==> src/sv/base64_stream_codec_macros.svh <==
// Assertion macros shared by the base64 stream codec modules.
`ifndef BASE64_STREAM_CODEC_MACROS_SVH
`define BASE64_STREAM_CODEC_MACROS_SVH

// Same-cycle implication, checked on clk and disabled during rst.
`define B64S_ASSERT_IMP(lbl, pre, post) \
  lbl: assert property (@(posedge clk) disable iff (rst) (pre) |-> (post)) \
    else $error("b64s assertion failed");

// Next-cycle implication, checked on clk and disabled during rst.
`define B64S_ASSERT_NXT(lbl, pre, post) \
  lbl: assert property (@(posedge clk) disable iff (rst) (pre) |=> (post)) \
    else $error("b64s assertion failed");

`endif

==> src/sv/b64s_pkg.sv <==
// Package for the base64 stream codec: widths, codes, result bundle and alphabet functions.
`timescale 1ns / 1ps

package b64s_pkg;

  localparam int unsigned CFG_IDX_W  = 2;
  localparam int unsigned CFG_DATA_W = 1;

  // Configuration register indexes
  localparam logic [CFG_IDX_W-1:0] REG_DECODE_MODE  = 2'd0;
  localparam logic [CFG_IDX_W-1:0] REG_URL_ALPHABET = 2'd1;

  localparam logic [7:0] PAD_CHAR = 8'h3D;

  // All results caused by one input item, sent out one per beat
  typedef struct packed {
    logic [3:0][7:0] chars;
    logic [1:0]      last;
    logic            has_data;
    logic            eos;
    logic            bad;
  } bundle_t;

  typedef struct packed {
    logic       ok;
    logic [5:0] val;
  } dec_t;

  // 6-bit value to alphabet character
  function automatic logic [7:0] enc_char(input logic [5:0] v, input logic url);
    logic [7:0] r;
    if (v < 6'd26) begin
      r = 8'h41 + 8'(v);
    end else if (v < 6'd52) begin
      r = 8'h47 + 8'(v);
    end else if (v < 6'd62) begin
      r = 8'(v) - 8'd4;
    end else if (v == 6'd62) begin
      r = url ? 8'h2D : 8'h2B;
    end else begin
      r = url ? 8'h5F : 8'h2F;
    end
    return r;
  endfunction

  // Alphabet character to 6-bit value; ok is low for a character outside the alphabet
  function automatic dec_t dec_char(input logic [7:0] c, input logic url);
    dec_t r;
    r.ok  = 1'b1;
    r.val = 6'd0;
    if (c >= 8'h41 && c <= 8'h5A) begin
      r.val = 6'(c - 8'h41);
    end else if (c >= 8'h61 && c <= 8'h7A) begin
      r.val = 6'(c - 8'h47);
    end else if (c >= 8'h30 && c <= 8'h39) begin
      r.val = 6'(c + 8'd4);
    end else if (c == (url ? 8'h2D : 8'h2B)) begin
      r.val = 6'd62;
    end else if (c == (url ? 8'h5F : 8'h2F)) begin
      r.val = 6'd63;
    end else begin
      r.ok = 1'b0;
    end
    return r;
  endfunction

endpackage

==> src/sv/b64s_ifs.sv <==
// Channel interfaces of the base64 stream codec: input items, results, configuration writes.
`timescale 1ns / 1ps

interface b64s_in_if;
  logic       valid;
  logic       ready;
  logic [7:0] in_byte;
  logic       final_item;
  modport source (output valid, in_byte, final_item, input ready);
  modport sink (input valid, in_byte, final_item, output ready);
endinterface

interface b64s_out_if;
  logic       valid;
  logic       ready;
  logic [7:0] out_byte;
  logic       has_data;
  logic       end_of_stream;
  logic       bad_char;
  modport source (output valid, out_byte, has_data, end_of_stream, bad_char, input ready);
  modport sink (input valid, out_byte, has_data, end_of_stream, bad_char, output ready);
endinterface

interface b64s_cfg_if;
  import b64s_pkg::*;
  logic                  valid;
  logic                  ready;
  logic [CFG_IDX_W-1:0]  index;
  logic [CFG_DATA_W-1:0] data;
  modport source (output valid, index, data, input ready);
  modport sink (input valid, index, data, output ready);
endinterface

==> src/sv/b64s_core.sv <==
// Codec core: configuration registers, stream state and per-beat result bundle.
`timescale 1ns / 1ps
`include "base64_stream_codec_macros.svh"

module b64s_core (
  input  logic             clk,
  input  logic             rst,
  b64s_in_if.sink          feed,
  b64s_cfg_if.sink         cfg,
  input  logic             ser_free,
  output logic             take,
  output b64s_pkg::bundle_t bundle_next
);
  import b64s_pkg::*;

  logic       decode_mode;
  logic       url_alphabet;
  logic [5:0] bit_buf;
  logic [1:0] half_cnt;     // pending bit count divided by two
  logic       error_seen;
  logic       stop_seen;

  logic [5:0] bit_buf_next;
  logic [1:0] half_cnt_next;
  logic       error_seen_next;
  logic       stop_seen_next;
  logic       cfg_fire;
  dec_t       dv;
  logic [7:0] b;
  logic       fin;

  assign cfg.ready  = 1'b1;
  assign cfg_fire   = cfg.valid & cfg.ready;
  assign feed.ready = ser_free;
  assign take       = feed.valid & ser_free;
  assign b          = feed.in_byte;
  assign fin        = feed.final_item;
  assign dv         = dec_char(b, url_alphabet);

  // Result bundle and next stream state for the beat on the input
  always_comb begin
    bit_buf_next     = bit_buf;
    half_cnt_next    = half_cnt;
    error_seen_next  = error_seen;
    stop_seen_next   = stop_seen;
    bundle_next      = '0;
    bundle_next.has_data = 1'b1;
    bundle_next.eos  = fin;
    if (!decode_mode) begin
      // encode: 0, 2 or 4 bits pending
      case (half_cnt)
        2'd0: begin
          bundle_next.chars[0] = enc_char(b[7:2], url_alphabet);
          bit_buf_next  = {4'd0, b[1:0]};
          half_cnt_next = 2'd1;
          if (fin) begin
            bundle_next.chars[1] = enc_char({b[1:0], 4'd0}, url_alphabet);
            bundle_next.chars[2] = PAD_CHAR;
            bundle_next.chars[3] = PAD_CHAR;
            bundle_next.last     = url_alphabet ? 2'd1 : 2'd3;
          end
        end
        2'd1: begin
          bundle_next.chars[0] = enc_char({bit_buf[1:0], b[7:4]}, url_alphabet);
          bit_buf_next  = {2'd0, b[3:0]};
          half_cnt_next = 2'd2;
          if (fin) begin
            bundle_next.chars[1] = enc_char({b[3:0], 2'd0}, url_alphabet);
            bundle_next.chars[2] = PAD_CHAR;
            bundle_next.last     = url_alphabet ? 2'd1 : 2'd2;
          end
        end
        default: begin
          bundle_next.chars[0] = enc_char({bit_buf[3:0], b[7:6]}, url_alphabet);
          bundle_next.chars[1] = enc_char(b[5:0], url_alphabet);
          bundle_next.last     = 2'd1;
          bit_buf_next  = 6'd0;
          half_cnt_next = 2'd0;
        end
      endcase
    end else begin
      // decode: always one result, 0, 2, 4 or 6 bits pending
      bundle_next.has_data = 1'b0;
      if (!error_seen && !stop_seen) begin
        if (b == PAD_CHAR) begin
          stop_seen_next = url_alphabet;
        end else if (!dv.ok) begin
          error_seen_next = 1'b1;
        end else begin
          case (half_cnt)
            2'd0: begin
              bit_buf_next  = dv.val;
              half_cnt_next = 2'd3;
            end
            2'd1: begin
              bundle_next.chars[0] = {bit_buf[1:0], dv.val};
              bundle_next.has_data = 1'b1;
              half_cnt_next        = 2'd0;
            end
            2'd2: begin
              bundle_next.chars[0] = {bit_buf[3:0], dv.val[5:2]};
              bundle_next.has_data = 1'b1;
              bit_buf_next         = {4'd0, dv.val[1:0]};
              half_cnt_next        = 2'd1;
            end
            default: begin
              bundle_next.chars[0] = {bit_buf, dv.val[5:4]};
              bundle_next.has_data = 1'b1;
              bit_buf_next         = {2'd0, dv.val[3:0]};
              half_cnt_next        = 2'd2;
            end
          endcase
        end
      end
      bundle_next.bad = error_seen_next;
    end
    // stream state clears after the final beat
    if (fin) begin
      bit_buf_next    = 6'd0;
      half_cnt_next   = 2'd0;
      error_seen_next = 1'b0;
      stop_seen_next  = 1'b0;
    end
  end

  // Configuration and stream state registers
  always_ff @(posedge clk) begin
    if (rst) begin
      decode_mode  <= 1'b0;
      url_alphabet <= 1'b0;
      bit_buf      <= 6'd0;
      half_cnt     <= 2'd0;
      error_seen   <= 1'b0;
      stop_seen    <= 1'b0;
    end else if (cfg_fire) begin
      if (cfg.index == REG_DECODE_MODE) begin
        decode_mode <= cfg.data[0];
      end
      if (cfg.index == REG_URL_ALPHABET) begin
        url_alphabet <= cfg.data[0];
      end
      if (cfg.index == REG_DECODE_MODE || cfg.index == REG_URL_ALPHABET) begin
        bit_buf    <= 6'd0;
        half_cnt   <= 2'd0;
        error_seen <= 1'b0;
        stop_seen  <= 1'b0;
      end
    end else if (take) begin
      bit_buf    <= bit_buf_next;
      half_cnt   <= half_cnt_next;
      error_seen <= error_seen_next;
      stop_seen  <= stop_seen_next;
    end
  end

  `B64S_ASSERT_IMP(a_dec_one_result, take && decode_mode, bundle_next.last == 2'd0)
  `B64S_ASSERT_IMP(a_enc_never_bad, take && !decode_mode, !bundle_next.bad)
  `B64S_ASSERT_NXT(a_err_sticky, error_seen && !(take && fin) && !cfg_fire, error_seen)

endmodule

==> src/sv/b64s_ser.sv <==
// Result register: holds one item's bundle and sends its results one beat at a time.
`timescale 1ns / 1ps
`include "base64_stream_codec_macros.svh"

module b64s_ser (
  input  logic             clk,
  input  logic             rst,
  input  logic             take,
  input  b64s_pkg::bundle_t bundle_next,
  output logic             ser_free,
  b64s_out_if.source       result
);
  import b64s_pkg::*;

  logic       valid;
  logic [1:0] idx;
  bundle_t    bundle;
  logic       last_beat;
  logic       fire;

  assign last_beat = (idx == bundle.last);
  assign fire      = result.valid & result.ready;
  // free now, or freed by this beat leaving
  assign ser_free  = !valid || (result.ready && last_beat);

  assign result.valid         = valid;
  assign result.out_byte      = bundle.chars[idx];
  assign result.has_data      = bundle.has_data;
  assign result.end_of_stream = bundle.eos && last_beat;
  assign result.bad_char      = bundle.bad;

  // Control: occupancy and beat index
  always_ff @(posedge clk) begin
    if (rst) begin
      valid <= 1'b0;
      idx   <= 2'd0;
    end else if (take) begin
      valid <= 1'b1;
      idx   <= 2'd0;
    end else if (fire) begin
      if (last_beat) begin
        valid <= 1'b0;
      end else begin
        idx <= idx + 2'd1;
      end
    end
  end

  // Payload
  always_ff @(posedge clk) begin
    if (take) begin
      bundle <= bundle_next;
    end
  end

  `B64S_ASSERT_IMP(a_idx_in_range, valid, idx <= bundle.last)
  `B64S_ASSERT_IMP(a_load_when_free, take, !valid || (fire && last_beat))
  `B64S_ASSERT_NXT(a_stall_holds_idx, valid && !result.ready, valid && $stable(idx))

endmodule

==> src/sv/base64_stream_codec.sv <==
// Base64 stream codec (standard or URL-safe alphabet): top level.
`timescale 1ns / 1ps

// Encodes bytes to Base64 characters or decodes characters to bytes, one item per input
// beat, chosen by the decode_mode and url_alphabet registers (a write to either clears
// the stream state). Results leave one per beat from a single result register: a decode
// item gives one result; an encode item gives one result, or two on every third byte,
// and up to four on the final byte (padding). The next item is taken in the same cycle
// the last result of the current one leaves, so with a ready consumer there are no idle
// cycles between items. On a decode error bad_char stays set for the rest of the stream
// and the stream should be discarded. No clearing pass after reset.
module base64_stream_codec (
  input  logic       clk,
  input  logic       rst,
  b64s_in_if.sink    feed,
  b64s_out_if.source result,
  b64s_cfg_if.sink   cfg
);
  import b64s_pkg::*;

  logic    take;
  logic    ser_free;
  bundle_t bundle_next;

  b64s_core u_core (
    .clk        (clk),
    .rst        (rst),
    .feed       (feed),
    .cfg        (cfg),
    .ser_free   (ser_free),
    .take       (take),
    .bundle_next(bundle_next)
  );

  b64s_ser u_ser (
    .clk        (clk),
    .rst        (rst),
    .take       (take),
    .bundle_next(bundle_next),
    .ser_free   (ser_free),
    .result     (result)
  );

endmodule

==> src/flat_wrapper.sv <==
// flat-port wrapper written by rule: the top's interface ports become plain ports
module base64_stream_codec_flat import b64s_pkg::*;
  (clk, rst, feed_valid, feed_in_byte, feed_final_item, feed_ready, result_valid, result_out_byte, result_has_data, result_end_of_stream, result_bad_char, result_ready, cfg_valid, cfg_index, cfg_data, cfg_ready);
  b64s_in_if feed_i ();
  b64s_out_if result_i ();
  b64s_cfg_if cfg_i ();
  input  logic clk;
  input  logic rst;
  input wire logic [$bits(feed_i.valid)-1:0] feed_valid;
  input wire logic [$bits(feed_i.in_byte)-1:0] feed_in_byte;
  input wire logic [$bits(feed_i.final_item)-1:0] feed_final_item;
  output wire logic [$bits(feed_i.ready)-1:0] feed_ready;
  output wire logic [$bits(result_i.valid)-1:0] result_valid;
  output wire logic [$bits(result_i.out_byte)-1:0] result_out_byte;
  output wire logic [$bits(result_i.has_data)-1:0] result_has_data;
  output wire logic [$bits(result_i.end_of_stream)-1:0] result_end_of_stream;
  output wire logic [$bits(result_i.bad_char)-1:0] result_bad_char;
  input wire logic [$bits(result_i.ready)-1:0] result_ready;
  input wire logic [$bits(cfg_i.valid)-1:0] cfg_valid;
  input wire logic [$bits(cfg_i.index)-1:0] cfg_index;
  input wire logic [$bits(cfg_i.data)-1:0] cfg_data;
  output wire logic [$bits(cfg_i.ready)-1:0] cfg_ready;
  assign feed_i.valid = feed_valid;
  assign feed_i.in_byte = feed_in_byte;
  assign feed_i.final_item = feed_final_item;
  assign feed_ready = feed_i.ready;
  assign result_valid = result_i.valid;
  assign result_out_byte = result_i.out_byte;
  assign result_has_data = result_i.has_data;
  assign result_end_of_stream = result_i.end_of_stream;
  assign result_bad_char = result_i.bad_char;
  assign result_i.ready = result_ready;
  assign cfg_i.valid = cfg_valid;
  assign cfg_i.index = cfg_index;
  assign cfg_i.data = cfg_data;
  assign cfg_ready = cfg_i.ready;
  base64_stream_codec u_core (.clk(clk), .rst(rst), .feed(feed_i), .result(result_i), .cfg(cfg_i));
endmodule
==> config.mk <==
export PLATFORM = sky130hd
export DESIGN_NAME = base64_stream_codec_flat
export DESIGN_NICKNAME = d
export VERILOG_FILES = /design/src/sv/b64s_pkg.sv /design/src/sv/b64s_ifs.sv /design/src/sv/b64s_core.sv /design/src/sv/b64s_ser.sv /design/src/sv/base64_stream_codec.sv /design/src/flat_wrapper.sv
export VERILOG_INCLUDE_DIRS = /design/src /design/src/sv
export SDC_FILE = /design/constraint.sdc
export NUM_CORES = 1
export LEC_CHECK = 0
export ABC_AREA = 0
export BUFFER_PORTS_ARGS = -buffer_cell sky130_fd_sc_hd__buf_2
export CAP_MARGIN = 20
export CORE_MARGIN = 3
export CORE_UTILIZATION = 40
export CTS_CLUSTER_SIZE = 20
export DETAILED_ROUTE_END_ITERATION = 6
export PLACE_DENSITY_LB_ADDON = 0.25
export SLEW_MARGIN = 10
export SYNTH_ARGS = -nofsm -noshare
export SYNTH_HDL_FRONTEND = slang
export SYNTH_SLANG_ARGS = --single-unit
==> constraint.sdc <==
create_clock -name clk -period 9.8 [get_ports clk]
set_input_delay 1.96 -clock clk [delete_from_list [all_inputs] [get_ports clk]]
set_output_delay 1.96 -clock clk [all_outputs]
set_load 0.005 [all_outputs]
Word level (Yosys, flattened, before mapping)
Cells that the tools add are included.
{ "word_totals": {"reg_bits": 52, "inputBits": 17, "out_inout_bits": 14, "word_cells": 202} }
{ "classes": {"add_sub_neg": 22, "order_cmp": 25, "n_eq_ne": 16, "n_mux": 90, "bitwise_logic": 4, "reduce_logical": 29} }
{ "ops": {"columns": ["operator", "n"], "rows": [
  ["$mux W8", 23],
  ["$add A7 B6 Y8 const A", 12],
  ["$mux W6", 13],
  ["$lt A6 B6 Y1 const B", 12],
  ["$sub A6 B3 Y7 const B", 6],
  ["$lt A6 B5 Y1 const B", 6],
  ["$pmux W18 S2", 1],
  ["$mux W7", 5],
  ["$mux W1", 26],
  ["$eq A6 B6 Y1 const B", 4],
  ["$mux W2", 12],
  ["$pmux W8 S3", 1],
  ["$mux W22", 1],
  ["$pmux W6 S3", 1],
  ["$bmux W8 S2", 1],
  ["$ge A8 B7 Y1 const B", 2],
  ["$le A8 B7 Y1 const B", 2],
  ["$pmux W8 S2", 1],
  ["$mux W14", 1],
  ["$reduce_and A5 Y1", 2],
  ["$reduce_bool A3 Y1", 3],
  ["$eq A8 B6 Y1", 1],
  ["$eq A8 B6 Y1 const B", 1],
  ["$eq A8 B7 Y1", 1],
  ["other kinds (28)", 48]
]} }

Longest topological paths before layout
Gate-level depths: netlist (run 1).
{ "depth": {"depth_word": 15, "depth_mapped": 15} }

Hierarchy
Synthesis (run 1) repeated with hierarchy kept, for this count alone.
{ "hier_totals": {"hier_cells": 674, "area_unflattened_um2": 5524.0} }
{ "by_module_without_submodules": {"columns": ["module", "instances", "cells_each", "area_each_um2"], "rows": [
  ["b64s_core", 1, 605, 4030.1],
  ["b64s_ser", 1, 69, 1493.9]
]} }

Least setup slack after synthesis (run 1)
No wires, ideal clock.
{ "synth_path": {"kind": "in2reg", "start": "input port feed_in_byte[3]", "end": "register u_core.u_ser.bundle[7] in the netlist's numbering (data pin)", "setup_ns": 0.256, "arrival_time_ns": 4.667, "t_required_ns": 9.544, "path_slack_ns": 4.877, "stages": 15, "n_path_buf": 5, "path_cell_list": "clkbuf_1 > buf_1 > inv_1 > ha_1 > clkbuf_1 > inv_1 > a2111oi_0 > or3_1 > buf_6 > and2_4 > buf_6 > a31oi_4 > nand2_2 > a221o_1 > a22o_1"} }
{ "synth_lines": {"columns": ["item", "line", "rtl"], "rows": [
  ["start, declared", "flat_wrapper.sv:10", "input wire logic [$bits(feed_i.in_byte)-1:0] feed_in_byte;"],
  ["end signal, assigned", "b64s_ser.sv:52", "bundle <= bundle_next;"],
  ["end, declared", "b64s_ser.sv:17", "bundle_t bundle;"]
]} }

==> results of run 1 <==
-- kinds of logic after synthesis --
group	Yosys count	synth area share, %
AOI/OAI and AO/OA	223	31.9
xor gates and xnor gates	20	3.75
adders and majority gates	32	8.57
buffers and inverters	81	7.31
DFF	38	21.2
muxes	11	2.36
other	1	0.0803
and+or+nand+nor	240	24.8
-- layout make-up --
class                      instances  area, sq um  share of cell area (%)
clock buffer                       6          129                    2.60
clock inverter                     2         33.8                   0.683
inverter                          32          120                    2.43
multi-input combinational        527         3340                    67.5
sequential                        38          991                    20.0
tap                              140          175                    3.54
timing repair buffer              31          160                    3.24
-- per-stage QoR --
step,hold slack [ns],utilization (%),instances,instance area [sq um]
detailed placement,0.449,43.0,768,4780
global route,0.472,44.5,776,4950
floorplan,0.429,-,646,4670
finish,0.454,44.5,776,4950
global placement,0.448,43.0,768,4780
CTS,0.458,44.5,776,4950
-- worst min path at each step --
| stage | endpoint | slack (ns) | depth (start not counted) |
|---|---|---|---|
| finish | u_core.u_core.bit_buf[4] | 0.45 | 2 |
| global route | u_core.u_core.bit_buf[4] | 0.47 | 2 |
| CTS | u_core.u_core.bit_buf[4] | 0.46 | 2 |
| detailed placement | u_core.u_core.bit_buf[4] | 0.45 | 2 |
| global placement | u_core.u_core.bit_buf[5] | 0.45 | 2 |
| floorplan | u_core.u_core.bit_buf[4] | 0.43 | 2 |
-- power groups by stage --
stage	clock network [W]	logic [W]	registers [W]
floorplan	0	0.000109	0.000188
global placement	0	0.000146	0.000192
detailed placement	0	0.000147	0.000193
CTS	0.000182	0.000147	0.000190
global route	0.000189	0.000165	0.000191
finish	0.000180	0.000151	0.000190
-- registers in the layout, indices dropped and copies added (netlist names) --
register / count
u_core.u_ser.bundle: 21
u_core.u_core.bit_buf: 6
u_core.u_core.half_cnt: 2
u_core.u_ser.idx: 2
u_core.u_core.decode_mode: 1
u_core.u_core.error_seen: 1
u_core.u_core.stop_seen: 1
u_core.u_core.url_alphabet: 1
u_core.u_ser.result.bad_char: 1
u_core.u_ser.result.has_data: 1
u_core.u_ser.result.valid: 1
-- worst min-delay path, delay by kind of cell, from the launching register on --
| family | cells | cell delay [ns] |
|---|---|---|
| AOI/OAI and AO/OA | 1 | 0.05 |
| DFF | 1 | 0.31 |
| and+or+nand+nor | 1 | 0.05 |
-- layer usage --
metal	vias to the layer above	global-route usage, %
met5	-	0
met2	328	36.7
met1	2393	31.8
met3	49	3.75
li1	2373	-
met4	0	9.74
-- placed cells by master (no fill, tap or decap), types with 23 or more instances in the layout --
| cell type | n |
|---|---|
| nand2_1 | 73 |
| a21oi_1 | 52 |
| nor2_1 | 49 |
| o21ai_0 | 48 |
| ha_1 | 32 |
| nand3_1 | 31 |
| inv_1 | 29 |
| buf_2 | 29 |
| nor3_1 | 24 |
| edfxtp_1 | 23 |
==> results.md, run 1 <==
* Core Rows at 38
* Largest net degree at the start of global routing at 28
* Net Count, Synth at 695
* CP max stage cell: nor3_1
* Netlist cell types at 71
* Max_slew headroom at 42.4%
* Final slew viol count at 0
* Reg power frac at 36.4%
* Reg-to-Reg Start: u_core.u_core.bit_buf[0]
* CP Max Fanout at 23
* Logic pwr share at 29.0%
* Synth area leader: edfxtp_1
* Number of port buffers at 29
* Resize count post-CTS at 0
* Routed wl met3 at 1530 microns
* WP buf/inv at 2
* Synth area leaders: edfxtp_1 15%, ha_1 8.6%, dfxtp_1 6.4%
* CP endpoint kind: flip-flop
* Initial Utilization at 42.0%
* First-pass GRT wire length at 24700 microns
* Area delta synth->final at 5.92%
* Unrepaired setup endpoints after global routing: no
* Wire length per cell at 20.0 microns
* Core Region at 0.0111 sq mm
* Die X at 114 microns
* Fin worst setup slack at 4.61 ns
* DP Wirelength at 11400 microns
* Warnings, synthesis at 0
* # IOs at 31
* Status: complete, no violations
* Uppermost layer routed: met4
* PwrDens at 105 mW/mm^2
* Clock Skews at 0.00394 ns
* Initial DRC Count at 707
* R2R Path End: u_core.u_ser.bundle[10]
* Drt drc at 0
* Synth async-reset ratio at 0%
* Initial antenna violation count at 0
* Ant. Diodes at 0
* NetSw at 0.000168 W
* Die Footprint at 0.0130 sq mm
* Critical path endpoint: u_core.u_ser.bundle[9]
* Die Y at 114 microns
* Worst ir drop on vdd at 0.104 mV
* Leak Pwr at 1.84 nW
* TNS Setup at 0 ns
* Final Cycle Share at 52.9%
* Postcts setup bufs at 0
* Drt via density at 6.63
* WP data required at 9.86 ns
* CP most frequent cell: nor3_1
* CTS Hold Buffers Added at 0
* Int Power at 0.000353 W
* Vias in the first global route at 4691
* R2R Setup Slk at 6.24 ns
* Arrival @ worst endpoint at 5.25 ns
* Count leader, synth: nand2_1
* Clock Sinks at 38
* Setup Slack @ Placement at 4.47 ns
* Syn Std Cell Area at 0.00467 sq mm
* Total track usage at 23.4%
* M1 WL at 6370 microns
* Avg Inst Size Synth at 7.23 sq um
* Sw Share at 32.2%
* Mapped Cells at 646
* Grt ovf at 0
* Hold Crit Class: flip-flop to flip-flop
* CP startpoint kind: input port
* Max-cap viol count at 0
* Total CTS buffers at 5
* Crit path depth at 11
* WL met2 at 6980 microns
* Vias at 5143
* CP cell instances: buf_2 -> inv_1 -> ha_1 -> a21o_1 -> o311a_1 -> nor3_1 -> nor3_1 -> a211oi_1 -> a2bb2oi_2 -> a221oi_1 -> o32ai_1
* Later-pin clock latency in the skew report at 0.28 ns
* Worst R2R Path Depth at 9
* Synth top cells by count: 73 x nand2_1, 52 x a21oi_1, 49 x nor2_1, 48 x o21ai_0, 37 x clkbuf_1
* CTS tree: done
* Number of flops mapped to enable cells by yosys at 23
* Largest stage delay on the critical path at 0.54 ns
* Fillcell total at 1129
* Crit Path Class: input port to flip-flop
* Slew @ Worst Pin at 0.863 ns
* Root Driver: clkbuf_16
* Top cell type's share of synthesized area at 14.8%
* Clock Tree Buf Depth at 2
* Most used flip-flop cell after synthesis: edfxtp_1
* Nets@finish at 684
* Clk pwr share at 34.6%
* Worst Hold Launch: u_core.u_core.bit_buf[4]
* Peak Freq at 193 MHz
* DRT antenna net count at 0
* Ratio of cells with drive above 1 in the final layout at 7.23%
* Count of final hold-check violations at 0
* Largest delay share family, worst path: compound AO/OA/AOI/OAI gates
* Sequential area share after synthesis at 21.2%
* Final total power at 0.000522 W
* Clock transition at the registers of the reported paths at 0.06 ns
* Synth Register Bits at 38
* Critical Path Start: feed_in_byte[2]
* Overall routed net length at 15500 microns
* CTS H-Tree Depth at 2
* Final min period at 5.19 ns
* First-pass DRT Iterations at 6
* # setup viols final at 0
* GPL Wtd Cong at 0.969
(Power assumes the default switching activity.)
==> run 2, diff against run 1 <==
==> constraint.sdc (replaced) <==
create_clock -name clk -period 4.67 [get_ports clk]
set_input_delay 0.934 -clock clk [delete_from_list [all_inputs] [get_ports clk]]
set_output_delay 0.934 -clock clk [all_outputs]
set_load 0.005 [all_outputs]
==> run 2 against run 1 <==
  * Sequential share of layout area is 0.19 points lower
  * Clock skew is 0.0014 ns higher
  * Combinational power is 110% higher
  * Count of clock-buffer cells in the layout is 1 lower
  * Total power is 100% higher
  * Critical endpoint unchanged
  * Largest cell class unchanged
==> results.md, run 2 (synthesized netlist as in run 1, its figures left out) <==
* Area of the multi-input gates at 0.00334 sq mm
* CP startpoint kind: input port
* Worst ir drop on vdd at 0.207 mV
* Final min period at 3.94 ns
* Clock Tree Buf Depth at 2
* Vias in the first global route at 4737
* Drt via density at 6.58
* DP Wirelength at 11400 microns
* Post-Layout Inst Area at 0.00499 sq mm
* Arrival @ worst endpoint at 4.03 ns
* Unrepaired setup endpoints after global routing: no
* Initial Utilization at 42.0%
* Top flop regs: u_core.u_ser.bundle (21), u_core.u_core.bit_buf (6)
* Die Y at 114 microns
* Vias at 5167
* First-pass DRT Iterations at 5
* First-pass GRT wire length at 25000 microns
* Max_slew headroom at 43.2%
* Die Footprint at 0.0130 sq mm
* Status: complete, no violations
* Ratio of cells with drive above 1 in the final layout at 8.68%
* Grt ovf at 0
* Placed inst area at 0.00485 sq mm
* Overall routed net length at 15400 microns
* CP Max Fanout at 24
* CTS tree: done
* DRT antenna net count at 0
* Largest net degree at the start of global routing at 28
* Highest-count cells in the layout ignoring fill and taps: 73 x nand2_1, 52 x a21oi_1, 49 x nor2_1
* CTS Hold Buffers Added at 0
* Hold Crit Class: flip-flop to flip-flop
* Number of port buffers at 29
* Leak Pwr at 1.87 nW
* Later-pin clock latency in the skew report at 0.28 ns
* GPL Wtd Cong at 0.933
* Slew @ Worst Pin at 0.851 ns
* TNS Setup at 0 ns
* Clock Skews at 0.00535 ns
* Root Driver: clkbuf_16
* Drt drc at 0
* Register area at 991 sq um
* Core Rows at 38
* Final slew viol count at 0
* Initial DRC Count at 506
* Die X at 114 microns
* Most flop-heavy register: u_core.u_ser.bundle
* Area delta synth->final at 6.91%
* Wire length per cell at 19.6 microns
* Core Region at 0.0111 sq mm
* Max-cap viol count at 0
* Crit Path Class: input port to flip-flop
* Total CTS buffers at 5
* Initial antenna violation count at 0
* Count of final hold-check violations at 0
* WP data required at 4.76 ns
* Nets@finish at 693
* Final total power at 0.00105 W
* Most common cell after layout, fill and taps aside: nand2_1
* PwrDens at 210 mW/mm^2
* Resize count post-CTS at 0
* CTS H-Tree Depth at 2
* Clock Sinks at 38
* # IOs at 31
* Total track usage at 23.4%
* CP endpoint kind: flip-flop
* # setup viols final at 0
* Peak Freq at 254 MHz
* Largest register FFs at 21
* Ant. Diodes at 0
* Postcts setup bufs at 0
* Final Cycle Share at 84.4%
* Fillcell total at 1141
* Clock transition at the registers of the reported paths at 0.06 ns
run 2: critical path, cell delays in order:
cell and delay (ns):
buf_2 0.38, inv_1 0.25, ha_1 0.28, or3_1 0.32
o311a_1 0.15, nor3_1 0.56, nor3_1 0.13, a211oi_1 0.30
a2bb2oi_2 0.28, a221oi_1 0.11, o32ai_1 0.32
run 2: worst paths after layout:
| check | start | endpoint | slack (ns) | cells past startpoint |
|---|---|---|---|---|
| hold / removal | u_core.u_core.bit_buf[5] | u_core.u_core.bit_buf[5] | 0.46 | 2 |
| setup / recovery | feed_in_byte[5] | u_core.u_ser.bundle[9] | 0.73 | 11 |
| setup reg to reg | u_core.u_core.bit_buf[0] | u_core.u_ser.bundle[10] | 1.08 | 9 |
| hold reg to reg | u_core.u_core.bit_buf[5] | u_core.u_core.bit_buf[5] | 0.46 | 2 |
run 2: routing by layer:
layer | up-vias | track usage, % | wire length (microns)
met5 | - | 0 | 0
met4 | 0 | 7.76 | 477
met3 | 45 | 3.07 | 1420
met2 | 304 | 37.5 | 6960
met1 | 2420 | 32.5 | 6530
li1 | 2398 | - | -
run 2: final cells by class:
| cell class | instances | area share [%] |
|---|---|---|
| multi-input combinational | 527 | 66.9 |
| sequential | 38 | 19.8 |
| timing repair buffer | 40 | 4.56 |
| tap | 140 | 3.51 |
| clock buffer | 5 | 2.51 |
| inverter | 32 | 2.41 |
| clock inverter | 3 | 0.326 |
run 2: power by group:
group	total, W	leakage [nW]	internal [W]	switching, W
Sequential	0.000398	0.342	0.000382	0.0000154
Clock	0.000327	0.0672	0.000195	0.000132
Combinational	0.000323	1.46	0.000113	0.000210
run 2: per-stage QoR:
stage,hold WS [ns],worst slack (ns),util (%),instances
finish,0.462,0.728,44.9,785
global placement,0.454,0.658,43.6,777
floorplan,0.429,0.773,-,646
detailed placement,0.448,0.558,43.6,777
global route,0.489,0.544,44.9,785
CTS,0.456,0.817,44.9,785
